File: src/rtl/gti_queue.sv
// ----------------------------------------------------------------------------
// gti_queue
// Small FIFO between the classifying front and the grid back end.
// ----------------------------------------------------------------------------
`default_nettype none

module gti_queue #(
  parameter int DEPTH = 4,
  parameter int W     = 8
) (
  input  wire logic         clk_i,
  input  wire logic         rst_ni,
  input  wire logic         valid_i,
  output logic              ready_o,
  input  wire logic [W-1:0] data_i,
  output logic              valid_o,
  input  wire logic         ready_i,
  output logic [W-1:0]      data_o
);

  localparam int PW = (DEPTH > 1) ? $clog2(DEPTH) : 1;
  localparam int CNTW = $clog2(DEPTH + 1);

  logic [W-1:0]    mem_q [DEPTH];
  logic [PW-1:0]   wr_q, wr_d, rd_q, rd_d;
  logic [CNTW-1:0] cnt_q, cnt_d;
  logic            push, pop;

  assign ready_o = (cnt_q != CNTW'(DEPTH));
  assign valid_o = (cnt_q != '0);
  assign data_o  = mem_q[rd_q];
  assign push    = valid_i && ready_o;
  assign pop     = valid_o && ready_i;

  always_comb begin
    wr_d  = wr_q;
    rd_d  = rd_q;
    cnt_d = cnt_q;
    if (push) begin
      wr_d = (wr_q == PW'(DEPTH - 1)) ? '0 : wr_q + 1'b1;
    end
    if (pop) begin
      rd_d = (rd_q == PW'(DEPTH - 1)) ? '0 : rd_q + 1'b1;
    end
    if (push && !pop) begin
      cnt_d = cnt_q + 1'b1;
    end else if (pop && !push) begin
      cnt_d = cnt_q - 1'b1;
    end
  end

  always_ff @(posedge clk_i or negedge rst_ni) begin
    if (!rst_ni) begin
      wr_q  <= '0;
      rd_q  <= '0;
      cnt_q <= '0;
    end else begin
      wr_q  <= wr_d;
      rd_q  <= rd_d;
      cnt_q <= cnt_d;
    end
  end

  always_ff @(posedge clk_i) begin
    if (push) begin
      mem_q[wr_q] <= data_i;
    end
  end

endmodule

`default_nettype wire

File: config.mk
export PLATFORM = sky130hd
export DESIGN_NAME = gti_queue
export DESIGN_NICKNAME = d
export VERILOG_FILES = /design/src/rtl/gti_queue.sv
export SDC_FILE = /design/constraint.sdc
export NUM_CORES = 1
export LEC_CHECK = 0
export ABC_CLOCK_PERIOD_IN_PS = 2600
export BUFFER_PORTS_ARGS = -buffer_cell sky130_fd_sc_hd__buf_4
export CAP_MARGIN = 20
export CORE_ASPECT_RATIO = 0.8
export CORE_MARGIN = 4
export CORE_UTILIZATION = 50
export CTS_CLUSTER_DIAMETER = 60
export DETAILED_ROUTE_END_ITERATION = 7
export HOLD_SLACK_MARGIN = 0.03
export PLACE_DENSITY = 0.76
export SYNTH_ARGS = -nofsm -noshare
export SYNTH_HDL_FRONTEND = slang
export SYNTH_SLANG_ARGS = --single-unit
File: constraint.sdc
create_clock -name clk_i -period 2.6 [get_ports clk_i]
set_clock_uncertainty 0.2 [all_clocks]
set_input_delay 0 -clock clk_i [delete_from_list [all_inputs] [get_ports clk_i]]
set_output_delay 0 -clock clk_i [all_outputs]
set_load 0.01 [all_outputs]
==> results of run 1 <==
sequential cells by signal, summed over array words and instances (netlist names):
register,count
mem_q,32
rd_q,2
wr_q,2
cnt_q,3
through the flow:
step | std cells | instance area, sq um | setup WS, ps | hold slack [ps] | power (mW)
after floorplan | 78 | 1590 | 302 | -496 | 1.44
after global placement | 137 | 1790 | 274 | -381 | 1.69
after CTS | 157 | 2030 | 156 | 244 | 2.23
final | 157 | 2030 | 205 | 249 | 2.20
after global routing | 157 | 2030 | 22.7 | 245 | 2.35
after detailed placement | 137 | 1790 | 203 | -380 | 1.71
worst max-delay path, stage by stage (launching register included):
cell and delay (ps):
dfrtp_1 430, or3_2 490, nand2_1 150, ha_1 190, inv_1 60, fa_1 380, xor2_1 150, nor2_1 110
xor2_1 160
final timing paths:
path                                    endpoint  slack, ps                  from
max                         cnt_q[2]$_DFFE_PN0P_        210  cnt_q[0]$_DFFE_PN0P_
min                        mem_q[3][3]$_DFFE_PP_        250             data_i[3]
max reg2reg                 cnt_q[2]$_DFFE_PN0P_        210  cnt_q[0]$_DFFE_PN0P_
min reg2reg                 cnt_q[2]$_DFFE_PN0P_        300  cnt_q[2]$_DFFE_PN0P_
max in group asynchronous    rd_q[0]$_DFFE_PN0P_       1480                rst_ni
min in group asynchronous   cnt_q[0]$_DFFE_PN0P_        470                rst_ni
logic make-up (layout without fill, tap and decap cells):
logic type    count (synthesis)  after routing  share of synthesized area
xor+xnor                      3              3                     0.0165
flops                        39             39                      0.713
buf+inv                       5             44                     0.0126
simple gates                 11             11                     0.0455
mux                          13             13                      0.153
fa+ha+maj                     7              7                     0.0597
power by group:
group | leakage (nW) | total [mW] | internal (mW) | switching, mW
clock | 0.0581 | 0.497 | 0.285 | 0.212
sequential | 0.375 | 0.985 | 0.846 | 0.139
combinational | 0.347 | 0.717 | 0.425 | 0.291
total | 0.780 | 2.20 | 1.56 | 0.642
layout make-up:
| type | count | area [sq um] |
|---|---|---|
| repair buffers | 33 | 278 |
| fillers | 213 | 1040 |
| clock inverters | 3 | 43.8 |
| flip-flops and latches | 39 | 1140 |
| clock buffers | 5 | 68.8 |
| well taps | 40 | 50.0 |
| multi-input cells | 34 | 438 |
| inverters | 3 | 11.3 |
layout by cell type (no fill, tap or decap), types with 2 or more instances in the layout:
cell type	count
mux4_2	8
clkbuf_8	5
dlygate4sd3_1	12
edfxtp_1	32
and3_2	4
dfrtp_1	7
ha_1	6
inv_1	3
buf_4	21
mux2_2	3
xor2_1	2
mux2_4	2
nor2_1	3
metal layers:
metal / up-vias / share of wire
li1: 376 / -
met1: 408 / 0.39
met2: 21 / 0.54
met3: 7 / 0.050
met4: 0 / 0.018
met5: - / 0
timing repair:
| action | in CTS | in global routing |
|---|---|---|
| setup endpoints to repair | 0 | 0 |
| hold buffers | 12 | 0 |
| endpoints found under the hold margin | 43 | 0 |
==> run summary, run 1 <==
status: finished, final reports clean
vias in the first global route: 928
most numerous cell in the Yosys netlist: edfxtp_1
gr busiest metal: met2
initial antenna violation count: 0
ys async rst share: 0.179
GR Layer Usage met3: 0.0392
grt met2 use: 0.256
Layout Utilization: 0.661
IO Port Bufs: 21
clk buf depth: 2
PD cells: 1090 nW/um^2
Cell Area, Synth: 1590 sq um
Post-CTS Resized: 0
clk root buf: clkbuf_8
Starting Density: 0.520
Critical Path RT: 2610 ps
r2r worst-path depth: 8
H-Tree Depth: 2
Synth area leaders: edfxtp_1 60%, mux4_2 11%, dfrtp_1 11%
crit end category: flip-flop
Static Leak: 0.780 nW
crit path DAT: 2410 ps
global route overflow: 0
CORE AREA: 3060 sq um
drt pass-1 iters: 4
primary flip-flop cell chosen by synthesis mapping: edfxtp_1
Ports: 22
RSZ-0062 raised after global routing: no
Setup CP Type: reg2reg
Hold Fails Final Rpt: 0
sequential-to-total area share from yosys stat: 0.713
maxcap violations: 0
Via density: 5.17
GRT Util Overall: 0.146
routability-driven placement congestion ratio: 0.771
largest net degree at the start of global routing: 14
first-pass GRT wire length: 4380 microns
Post-Syn Nets: 97
Setup-failing EPs final: 0
FMAX: 418 MHz
worst vdd ir: 657 uV
max-slew violations: 0
via count: 812
FP Rows: 18
CTS tree: yes
1st-iter DRT viols: 38
diodes inserted: 0
crit-path max FO: 4
proportion of netlist area held by the largest area contributor: 0.603
Tmin final: 2390 ps
Yosys cell types: 18
Worst-Margin Slew: 584 ps
Final Net Count: 135
CTS sink count: 39
top post-synthesis cells by count: 32 x edfxtp_1, 8 x mux4_2, 7 x dfrtp_1
worst min-delay path class: in2reg
Mean Syn Cell Area: 20.4 sq um
Post-CTS Setup Inserts: 0
die footprint: 4160 sq um
die height: 58.5 microns
final worst-path cycle share: 0.921
DRC Markers: 0
setup_tns: 0 ps
Slew HR: 0.611
synthesized flop and latch total: 39
Yosys Warn Count: 0
met1 Use GR: 0.168
synthesized instance count: 78
share of post-route cells with drive strength above 1: 0.419
routed length per instance: 16.6 microns
Total Routed Length: 2610 microns
Clock Latency Late Sink: 290 ps
Clk pin slew, worst setup/hold paths: 70 ps
Antenna Violating Nets Remaining: 0
Post-DP HPWL: 1680 microns
Die X: 71.1 microns
Post-synth EDFFs: 32
cts bufs inserted: 5
area leader, netlist: edfxtp_1
Hold Crit Depth: 2
area growth from synthesis to layout: 27.1%
type of origin of the critical path: flip-flop
No activity file was read; power rests on OpenSTA's default activity.
==> run 2: changes to the inputs <==
--- a/config.mk
+++ b/config.mk
@@ -9,7 +9,6 @@
 export BUFFER_PORTS_ARGS = -buffer_cell sky130_fd_sc_hd__buf_4
 export CAP_MARGIN = 20
 export CORE_ASPECT_RATIO = 0.8
-export CORE_MARGIN = 4
 export CORE_UTILIZATION = 50
 export CTS_CLUSTER_DIAMETER = 60
 export DETAILED_ROUTE_END_ITERATION = 7
==> run 2 against run 1 <==
Against the previous run:
- die area shrank 18%
- maximum frequency grew 0.34%
- final area shrank 0.12%
- non-clock buffer count is the same
- power is essentially flat
- first-iteration DRC count shrank 63%
- clock power is essentially flat
- routed wire length shrank 2.3%
- clock-buffer cell count is the same
- combinational power shrank 1%
- highest routed layer unchanged
==> run summary, run 2 (synthesis results as in run 1) <==
Final Net Count: 135
Post-CTS Setup Inserts: 0
diodes inserted: 0
first-pass GRT wire length: 4000 microns
1st-iter DRT viols: 14
H-Tree Depth: 2
Antenna Violating Nets Remaining: 0
area growth from synthesis to layout: 26.9%
GRT Util Overall: 0.179
Multi-input gate area: 438 sq um
slowest cell on the critical path: or3_2
die height: 52.5 microns
routability-driven placement congestion ratio: 0.699
Clk pin slew, worst setup/hold paths: 80 ps
Worst-Margin Slew: 576 ps
Critical Path RT: 2620 ps
Buf/Inv on CP: 1
maxcap violations: 0
largest reg by FF count: mem_q
cell mode on critical path: xor2_1
Placed Cells: 135
CORE AREA: 2890 sq um
CP Cell Sequence: or3_2, nand2_1, ha_1, inv_1, fa_1, xor2_1, nor2_1, xor2_1
register area: 1140 sq um
GR Layer Usage met3: 0.0739
largest net degree at the start of global routing: 14
crit end category: flip-flop
gr busiest metal: met2
Die X: 65.1 microns
IO Port Bufs: 21
CTS tree: yes
Crit path max-delay family: simple AND/OR/NAND/NOR gates
Hold Fails Final Rpt: 0
type of origin of the critical path: flip-flop
vias in the first global route: 817
crit path DAT: 2410 ps
Ports: 22
Via density: 5.25
Setup CP Type: reg2reg
clk root buf: clkbuf_8
most common cell after layout, fill and taps aside: edfxtp_1
Total Routed Length: 2550 microns
Tmin final: 2390 ps
clk buf depth: 2
crit-path max FO: 3
max incr delay on CP: 500 ps
PD cells: 1090 nW/um^2
Clock Latency Late Sink: 290 ps
RSZ-0062 raised after global routing: no
routed length per instance: 16.5 microns
cts bufs inserted: 5
DRC Markers: 0
Static Leak: 0.780 nW
Starting Density: 0.551
filler cell count: 209
Regs by FF count: mem_q x32, cnt_q x3
drt pass-1 iters: 4
grt met2 use: 0.273
Setup-failing EPs final: 0
CTS sink count: 39
worst min-delay path class: in2reg
setup_tns: 0 ps
FMAX: 419 MHz
die footprint: 3420 sq um
via count: 814
final worst-path cycle share: 0.918
met1 Use GR: 0.225
max-slew violations: 0
worst vdd ir: 699 uV
initial antenna violation count: 0
global route overflow: 0
Slew HR: 0.616
status: finished, final reports clean
Largest register FFs: 32
share of post-route cells with drive strength above 1: 0.419
commonest cells after routing, fill and taps aside: 32 x edfxtp_1, 21 x buf_4, 12 x dlygate4sd3_1, 8 x mux4_2, 7 x dfrtp_1
FP Rows: 17
final non-filler cell total: 155
## run 2: cell counts in the layout (fill, tap and decap cells not counted)
No cell type changed its count.
## run 2: final timing paths
path | startpoint | end | slack, ps | cells after the start
min in group asynchronous | rst_ni | cnt_q[2]$_DFFE_PN0P_ | 470 | 3
min | data_i[1] | mem_q[1][1]$_DFFE_PP_ | 250 | 2
max in group asynchronous | rst_ni | rd_q[1]$_DFFE_PN0P_ | 1470 | 3
max reg2reg | cnt_q[2]$_DFFE_PN0P_ | cnt_q[2]$_DFFE_PN0P_ | 210 | 8
max | cnt_q[2]$_DFFE_PN0P_ | cnt_q[2]$_DFFE_PN0P_ | 210 | 8
min reg2reg | cnt_q[2]$_DFFE_PN0P_ | cnt_q[2]$_DFFE_PN0P_ | 330 | 1
## run 2: final cells by class
cell class | count | share of cell area
sequential | 39 | 0.562
multi-input combinational | 34 | 0.216
timing repair buffer | 33 | 0.137
clock buffer | 5 | 0.0340
tap | 38 | 0.0235
clock inverter | 3 | 0.0216
inverter | 3 | 0.00557
## run 2: per-layer routing
layer,vias to the layer above,wire length (microns)
met5,-,0
met4,0,50
met3,7,124
met2,22,1190
met1,409,1190
li1,376,-
## run 2: what timing repair did
| action | in CTS | in global routing |
|---|---|---|
| resized for setup | 0 | 0 |
| endpoints found under the hold margin | 43 | 0 |
| hold buffers | 12 | 0 |
## run 2: through the flow
stage	cell area (sq um)	hold slack [ps]	util	power, mW	setup slack, ps
3_3_place_gp	1790	-385	0.619	1.69	270
4_1_cts	2020	240	0.699	2.21	211
6_report	2020	248	0.699	2.20	213
5_1_grt	2020	245	0.699	2.32	99.1
2_1_floorplan	1590	-496	-	1.44	302
3_5_place_dp	1790	-382	0.619	1.71	206
## run 2: power by group
part           leakage, nW  switching [mW]  internal [mW]  total (mW)
logic                0.347           0.285          0.425       0.710
clock network       0.0581           0.211          0.285       0.496
registers            0.375           0.148          0.846       0.994
## run 2: worst register-to-register path, delay by kind of cell, from the launching register on
| family | cells | cell delay (ps) |
|---|---|---|
| adders and majority gates | 2 | 580 |
| buffers and inverters | 1 | 60 |
| DFF | 1 | 420 |
| and+or+nand+nor | 3 | 750 |
| xor gates and xnor gates | 2 | 310 |
