File: src/rtl/gti_pkg.sv
// ----------------------------------------------------------------------------
// gti_pkg
// Shared types and codes for the trilinear grid interpolator.
// ----------------------------------------------------------------------------
`default_nettype none

package gti_pkg;

  localparam int MAX_I     = 64;
  localparam int MAX_J     = 64;
  localparam int MAX_K     = 16;
  localparam int FRAC_BITS = 16;

  typedef enum logic {
    KIND_WRITE = 1'b0,
    KIND_QUERY = 1'b1
  } kind_e;

  typedef enum logic [1:0] {
    REG_SIZE_I = 2'd0,
    REG_SIZE_J = 2'd1,
    REG_SIZE_K = 2'd2
  } reg_e;

  typedef struct packed {
    kind_e              kind;
    logic [5:0]         node_i;
    logic [5:0]         node_j;
    logic [3:0]         node_k;
    logic signed [31:0] node_value;
    logic [16:0]        coord_x;
    logic [16:0]        coord_y;
    logic [16:0]        coord_z;
  } in_item_t;

  typedef struct packed {
    logic signed [31:0] interp_value;
    logic               coord_clamped;
  } out_item_t;

  typedef struct packed {
    logic [6:0] size_i;
    logic [6:0] size_j;
    logic [4:0] size_k;
  } cfg_t;

endpackage

`default_nettype wire

File: src/rtl/gti_front.sv
// ----------------------------------------------------------------------------
// gti_front
// Accepts items, clamps coordinates and resolves cell indices and weights.
// ----------------------------------------------------------------------------
`default_nettype none

module gti_front #(
  parameter int EW        = 115
) (
  input  wire logic              clk_i,
  input  wire logic              rst_ni,
  input  wire gti_pkg::cfg_t     cfg_i,
  input  wire logic              in_valid_i,
  output logic                   in_ready_o,
  input  wire gti_pkg::in_item_t in_data_i,
  output logic                   q_valid_o,
  input  wire logic              q_ready_i,
  output logic [EW-1:0]          q_data_o
);

  import gti_pkg::*;

  localparam int FB  = FRAC_BITS;
  localparam int IWI = $clog2(MAX_I);
  localparam int IWJ = $clog2(MAX_J);
  localparam int IWK = $clog2(MAX_K);
  localparam int CW  = (FB + 1 > 17) ? FB + 1 : 17;
  localparam int PWI = CW + IWI;
  localparam int PWJ = CW + IWJ;
  localparam int PWK = CW + IWK;
  localparam logic [CW-1:0] ONE = CW'(1) << FB;

  typedef struct packed {
    kind_e              kind;
    logic               clamped;
    logic               wr_ok;
    logic [IWI-1:0]     i_lo;
    logic [IWI-1:0]     i_hi;
    logic [IWJ-1:0]     j_lo;
    logic [IWJ-1:0]     j_hi;
    logic [IWK-1:0]     k_lo;
    logic [IWK-1:0]     k_hi;
    logic [FB-1:0]      fi;
    logic [FB-1:0]      fj;
    logic [FB-1:0]      fk;
    logic signed [31:0] value;
  } entry_t;

  logic           v1_q;
  in_item_t       it1_q;
  logic           clamp1_q, clamp1_d;
  logic [PWI-1:0] pi_q, pi_d;
  logic [PWJ-1:0] pj_q, pj_d;
  logic [PWK-1:0] pk_q, pk_d;
  logic [IWI-1:0] ni_q, ni_d;
  logic [IWJ-1:0] nj_q, nj_d;
  logic [IWK-1:0] nk_q, nk_d;
  logic [CW-1:0]  cx, cy, cz;
  logic [PWI-1:0] loi;
  logic [PWJ-1:0] loj;
  logic [PWK-1:0] lok;
  logic           adv1;
  entry_t         ent;

  assign adv1       = !v1_q || q_ready_i;
  assign in_ready_o = adv1;

  always_comb begin
    cx = CW'(in_data_i.coord_x);
    cy = CW'(in_data_i.coord_y);
    cz = CW'(in_data_i.coord_z);
    clamp1_d = 1'b0;
    if (cx > ONE) begin
      cx = ONE;
      clamp1_d = 1'b1;
    end
    if (cy > ONE) begin
      cy = ONE;
      clamp1_d = 1'b1;
    end
    if (cz > ONE) begin
      cz = ONE;
      clamp1_d = 1'b1;
    end

    if (cfg_i.size_i == '0) begin
      ni_d = '0;
    end else if (32'(cfg_i.size_i) > 32'(MAX_I)) begin
      ni_d = IWI'(MAX_I - 1);
    end else begin
      ni_d = IWI'(cfg_i.size_i - 7'd1);
    end
    if (cfg_i.size_j == '0) begin
      nj_d = '0;
    end else if (32'(cfg_i.size_j) > 32'(MAX_J)) begin
      nj_d = IWJ'(MAX_J - 1);
    end else begin
      nj_d = IWJ'(cfg_i.size_j - 7'd1);
    end
    if (cfg_i.size_k == '0) begin
      nk_d = '0;
    end else if (32'(cfg_i.size_k) > 32'(MAX_K)) begin
      nk_d = IWK'(MAX_K - 1);
    end else begin
      nk_d = IWK'(cfg_i.size_k - 5'd1);
    end

    pi_d = PWI'(cx) * PWI'(ni_d);
    pj_d = PWJ'(cy) * PWJ'(nj_d);
    pk_d = PWK'(cz) * PWK'(nk_d);
  end

  always_ff @(posedge clk_i or negedge rst_ni) begin
    if (!rst_ni) begin
      v1_q <= 1'b0;
    end else if (adv1) begin
      v1_q <= in_valid_i;
    end
  end

  always_ff @(posedge clk_i) begin
    if (adv1 && in_valid_i) begin
      it1_q    <= in_data_i;
      clamp1_q <= clamp1_d;
      pi_q     <= pi_d;
      pj_q     <= pj_d;
      pk_q     <= pk_d;
      ni_q     <= ni_d;
      nj_q     <= nj_d;
      nk_q     <= nk_d;
    end
  end

  always_comb begin
    loi = pi_q >> FB;
    loj = pj_q >> FB;
    lok = pk_q >> FB;
    ent = '0;
    ent.kind    = it1_q.kind;
    ent.clamped = clamp1_q;
    ent.value   = it1_q.node_value;
    if (it1_q.kind == KIND_WRITE) begin
      ent.wr_ok = (32'(it1_q.node_i) < 32'(MAX_I)) && (32'(it1_q.node_j) < 32'(MAX_J))
               && (32'(it1_q.node_k) < 32'(MAX_K));
      ent.i_lo = IWI'(it1_q.node_i);
      ent.i_hi = IWI'(it1_q.node_i);
      ent.j_lo = IWJ'(it1_q.node_j);
      ent.j_hi = IWJ'(it1_q.node_j);
      ent.k_lo = IWK'(it1_q.node_k);
      ent.k_hi = IWK'(it1_q.node_k);
    end else begin
      if (loi >= PWI'(ni_q)) begin
        ent.i_lo = ni_q;
        ent.i_hi = ni_q;
      end else begin
        ent.i_lo = IWI'(loi);
        ent.i_hi = IWI'(loi) + 1'b1;
        ent.fi   = pi_q[FB-1:0];
      end
      if (loj >= PWJ'(nj_q)) begin
        ent.j_lo = nj_q;
        ent.j_hi = nj_q;
      end else begin
        ent.j_lo = IWJ'(loj);
        ent.j_hi = IWJ'(loj) + 1'b1;
        ent.fj   = pj_q[FB-1:0];
      end
      if (lok >= PWK'(nk_q)) begin
        ent.k_lo = nk_q;
        ent.k_hi = nk_q;
      end else begin
        ent.k_lo = IWK'(lok);
        ent.k_hi = IWK'(lok) + 1'b1;
        ent.fk   = pk_q[FB-1:0];
      end
    end
  end

  assign q_valid_o = v1_q;
  assign q_data_o  = ent;

`ifndef SYNTH
  a_i_span: assert property (@(posedge clk_i) disable iff (!rst_ni)
    v1_q |-> (ent.i_hi == ent.i_lo) || (ent.i_hi == ent.i_lo + 1'b1))
    else $error("i neighbor out of span");
  a_j_span: assert property (@(posedge clk_i) disable iff (!rst_ni)
    v1_q |-> (ent.j_hi == ent.j_lo) || (ent.j_hi == ent.j_lo + 1'b1))
    else $error("j neighbor out of span");
  a_k_weight: assert property (@(posedge clk_i) disable iff (!rst_ni)
    v1_q && (ent.fk != '0) |-> (ent.k_hi == ent.k_lo + 1'b1))
    else $error("k weight on a single node");
`endif

endmodule

`default_nettype wire

File: config.mk
export PLATFORM = sky130hd
export DESIGN_NAME = gti_front
export DESIGN_NICKNAME = d
export VERILOG_FILES = /design/src/rtl/gti_pkg.sv /design/src/rtl/gti_front.sv
export SDC_FILE = /design/constraint.sdc
export NUM_CORES = 1
export LEC_CHECK = 0
export BUFFER_PORTS_ARGS = -buffer_cell sky130_fd_sc_hd__buf_2
export CORE_MARGIN = 2
export CORE_UTILIZATION = 34
export DETAILED_ROUTE_END_ITERATION = 10
export PLACE_DENSITY_LB_ADDON = 0.1
export SKIP_LAST_GASP = 1
export SLEW_MARGIN = 15
export SYNTH_ARGS = -nofsm -noshare
export SYNTH_HDL_FRONTEND = slang
export SYNTH_SLANG_ARGS = --single-unit
export TNS_END_PERCENT = 1
File: constraint.sdc
create_clock -name clk_i -period 4.65 [get_ports clk_i]
set_input_delay 0.93 -clock clk_i [delete_from_list [all_inputs] [get_ports clk_i]]
set_output_delay 0.93 -clock clk_i [all_outputs]
set_load 0.05 [all_outputs]
==> parameters.txt <==
Parameter                              Value

Clock tree
  CTS tree    built
  Clock insertion delay at the later pin of the skew report    470 ps
  CTS H-tree lvls    4
  Buffer depth of the longest clock path    2
  Number of buffers inserted for hold repair after clock tree synthesis    0
  Total CTS buffers    17
  Clock tree root buffer cell    sky130_fd_sc_hd__clkbuf_16
  Clock sinks    134
  Worst-path clk slew    60 ps

STA
  Number of endpoints failing setup at the final stage    33
  Number of hold-slack violations in the final timing report    0
  Worst clock skew on the final layout    12.09 ps
  Upper clock frequency limit    191.9 MHz
  Final worst setup slack    -560.3 ps
  Worst relative slew slack    47.86%
  Final Cycle Share    112.0%
  Final critical path time including I/O delays and setup    5210 ps
  Max-slew violations    0
  Worst slew pin tran    782.0 ps
  Setup repair after global routing missed its margin    yes

Logic synthesis
  Count of distinct cell types in the synthesized netlist    57
  Multiplexer share of the synthesized area    0%
  Seq/Total Area, Yosys    27.81%
  Ys async rst share    0.7463%
  Post-synthesis compound-gate area fraction    10.60%
  Synthesized-area fraction occupied by xor and xnor cells    3.757%
  Post-synthesis cell area    14450 um^2
  Post-Syn Area per Cell    9.276 um^2
  Adder-Cell Fraction of Synth Area    31.08%
  Flip-flop and latch count after synthesis    134
  Number of warnings reported in the yosys synthesis log    0
  Synthesized instance count    1558
  Simple logic cell fraction of the synthesized area    17.08%
  Post-synth EDFFs    133
  Main synth FF type    sky130_fd_sc_hd__edfxtp_1
  Synthesized net count    1944
  Main combinational cell family by area after synthesis    adder cells

Cells and area
  Most frequent standard cell in the layout excluding fill and tap cells    sky130_fd_sc_hd__buf_4
  Most frequent cells in the layout    sky130_fd_sc_hd__buf_4, sky130_fd_sc_hd__inv_1, sky130_fd_sc_hd__buf_2
  Register area    4019 um^2
  N_diodes    0
  Area growth from synthesis to final layout    33.72%
  Fraction of final layout cells sized beyond drive strength 1    32.98%
  Fill cells    4160
  Net count of the finished layout    2432
  Area used by multi-input combinational logic    9503 um^2

Placement
  Count of buffers from port buffering    239
  GP Congestion    0.8479
  Worst-case setup slack after placement    -1233 ps
  Post-DP HPWL    34180 um

Global routing
  Global routing usage summed across all routing layers    19.48%
  Remaining Overflow, GRT    0
  Antenna violations before repair    0
  Number of global-route vias before repair    13060
  Wire length of the first global-routing pass    67130 um
  Pin count of the biggest net entering global routing    80

Job
  Max-cap violations    0

Setup path
  Slowest cell on the critical path    sky130_fd_sc_hd__fa_1
  Max stage delay on crit path    560 ps
  Data required time of the worst path    4860 ps
  Type of element capturing the critical path    flop
  Worst-path fanout max    3
  Type of the worst setup path    in2reg
  Cell Chain, Critical Path    buf_2, nor4_1, nand4_1, buf_4, a21oi_4, buf_6, and2_4, fa_1, fa_1, inv_2, fa_2, inv_2, ha_4, a2111o_1, a31oi_1, o21ba_2, o21ai_4, or2_4, a311oi_2, xnor2_1
  Data arrival, critical path    5420 ps
  Setup crit start kind    primary input

Route
  Wire length reported by the detailed router    41200 um
  Number of design-rule violations left by the first detailed-router iteration    593
  Drt pass-1 iters    7
  DRC violation count after routing    0
  Count of vias placed by the detailed router    12340
  Wire per inst    15.86 um
  DRT antenna net count    0
  DR vias/cell    4.748

Run status
  Outcome    complete, but fails checks
  Violated checks    setup timing

Pwr
  Largest vdd supply drop    0.3167 mV
  Lkg Pwr    9.659 nW
  Tot Pwr    7.548 mW
  PD cells    390.6 nW/um^2

Floorplan
  Effective utilization at floorplan    34.45%
  Area of the core    41950 um^2
  Io pins    240
  Total die area    44170 um^2
  Die Width    210.2 um
  Row Count    75
  Die height    210.2 um

Worst hold path
  Path class of the lowest-slack min-delay path    in2async
==> cell usage after synthesis (2+ instances only) <==
cell type                   count  area (um^2)
sky130_fd_sc_hd__inv_1        258        968.4
sky130_fd_sc_hd__nor2_1       212        795.8
sky130_fd_sc_hd__fa_1         152         3043
sky130_fd_sc_hd__edfxtp_1     133         3994
sky130_fd_sc_hd__nand2_1      121        454.2
sky130_fd_sc_hd__ha_1         111         1389
sky130_fd_sc_hd__and2_1        72        450.4
sky130_fd_sc_hd__a21oi_1       62        310.3
sky130_fd_sc_hd__xnor2_1       43        376.6
sky130_fd_sc_hd__buf_4         35        262.8
sky130_fd_sc_hd__nand3_1       33        165.2
sky130_fd_sc_hd__o21ai_0       31        155.2
sky130_fd_sc_hd__clkbuf_1      29        108.9
sky130_fd_sc_hd__a21o_1        26        195.2
sky130_fd_sc_hd__and3_1        24        150.1
sky130_fd_sc_hd__xor2_1        19        166.4
sky130_fd_sc_hd__a221o_1       17        170.2
sky130_fd_sc_hd__nand2b_1      15        93.84
sky130_fd_sc_hd__nor2b_1       15        93.84
sky130_fd_sc_hd__a211oi_1      12        90.09
sky130_fd_sc_hd__nor3_1        12        60.06
sky130_fd_sc_hd__nor4_1        12        75.07
sky130_fd_sc_hd__buf_2         11        55.05
sky130_fd_sc_hd__a31oi_1        9        56.30
sky130_fd_sc_hd__o21a_1         9        67.56
sky130_fd_sc_hd__a221oi_1       8        70.07
sky130_fd_sc_hd__o21bai_1       8        60.06
sky130_fd_sc_hd__maj3_1         6        60.06
sky130_fd_sc_hd__o211ai_1       6        45.04
sky130_fd_sc_hd__nand4_1        5        31.28
sky130_fd_sc_hd__o31ai_1        5        37.54
sky130_fd_sc_hd__a211o_1        4        35.03
sky130_fd_sc_hd__o21ai_1        4        20.02
sky130_fd_sc_hd__a311oi_1       3        26.28
sky130_fd_sc_hd__a31o_2         3        26.28
sky130_fd_sc_hd__a41o_1         3        30.03
sky130_fd_sc_hd__nand3b_1       3        22.52
sky130_fd_sc_hd__or3_1          3        18.77
sky130_fd_sc_hd__nor2_2         2        12.51
sky130_fd_sc_hd__nor4b_1        2        17.52
sky130_fd_sc_hd__o2111ai_1      2        17.52
sky130_fd_sc_hd__o311ai_0       2        17.52
sky130_fd_sc_hd__or2_2          2        12.51
==> worst paths after layout <==
path                                        from               endpoint  slack [ps]  depth (start not counted)
hold reg to reg            q_valid_o$_DFFE_PN0N_  q_valid_o$_DFFE_PN0N_         540                          2
min in group clk_i         q_valid_o$_DFFE_PN0N_  q_valid_o$_DFFE_PN0N_         540                          2
setup reg to reg           q_valid_o$_DFFE_PN0N_     pi_q[10]$_DFFE_PP_        2570                          3
setup / recovery                   in_data_i[25]     pj_q[19]$_DFFE_PP_        -560                         20
hold / removal                            rst_ni  q_valid_o$_DFFE_PN0N_         220                          1
max in group asynchronous                 rst_ni  q_valid_o$_DFFE_PN0N_        4340                          1
==> critical path, delay by kind of cell <==
family / cells / cell delay (ps)
simple gates: 4 / 920
buf+inv: 5 / 500
xor+xnor: 1 / 110
compound gates: 6 / 1290
fa+ha+maj: 4 / 1670
==> cell families (layout without fill, tap and decap cells) <==
kind of cell,Yosys count,count (layout)
DFF,134,134
AOI/OAI and AO/OA,224,224
adders and majority gates,269,269
buffers and inverters,334,835
xor gates and xnor gates,62,62
and+or+nand+nor,535,535
==> cell type report <==
type	count	area share, %
multi-input combinational	1090	49.17
sequential	134	20.80
timing repair buffer	544	18.46
inverter	259	5.030
tap	539	3.490
clock buffer	17	2.201
clock inverter	15	0.8546
==> metrics by stage <==
step | TNS, ps | std cells | utilization [%] | area, um^2 | hold slack (ps)
after floorplan | -65260 | 1558 | - | 14730 | 634.4
after global placement | -40960 | 2558 | 43.85 | 18400 | 509.3
after detailed placement | -39570 | 2558 | 43.85 | 18400 | 520.1
after CTS | -11100 | 2590 | 45.46 | 19070 | 185.5
after global routing | -19340 | 2598 | 46.07 | 19330 | 199.7
final | -11270 | 2598 | 46.07 | 19330 | 224.3
==> routing by layer <==
| layer | GRT usage [%] | part of all wire (%) |
|---|---|---|
| met5 | 0 | 0 |
| met4 | 5.992 | 2.1 |
| met3 | 3.099 | 3.5 |
| met2 | 34.30 | 50 |
| met1 | 24.52 | 44 |
==> state kept, by name, indices dropped and copies added, names as in the netlist <==
signal and count:
q_data_o 33, pi_q 23, pj_q 23, pk_q 21, it1_q 16, ni_q 6
nj_q 6, nk_q 4, clamp1_q 1, q_valid_o 1
==> repair_timing <==
item	CTS	global route
pin swaps	10	33
setup buffers	0	8
gates resized for setup	15	51
endpoints found under the setup margin	38	40
==> power breakdown <==
| group | internal (mW) | total, mW | switching (mW) |
|---|---|---|---|
| Clock | 0.760 | 1.41 | 0.654 |
| Combinational | 1.89 | 4.36 | 2.47 |
| Sequential | 1.66 | 1.77 | 0.112 |
| Total | 4.32 | 7.55 | 3.23 |
Power figures use the tool's default switching activity.
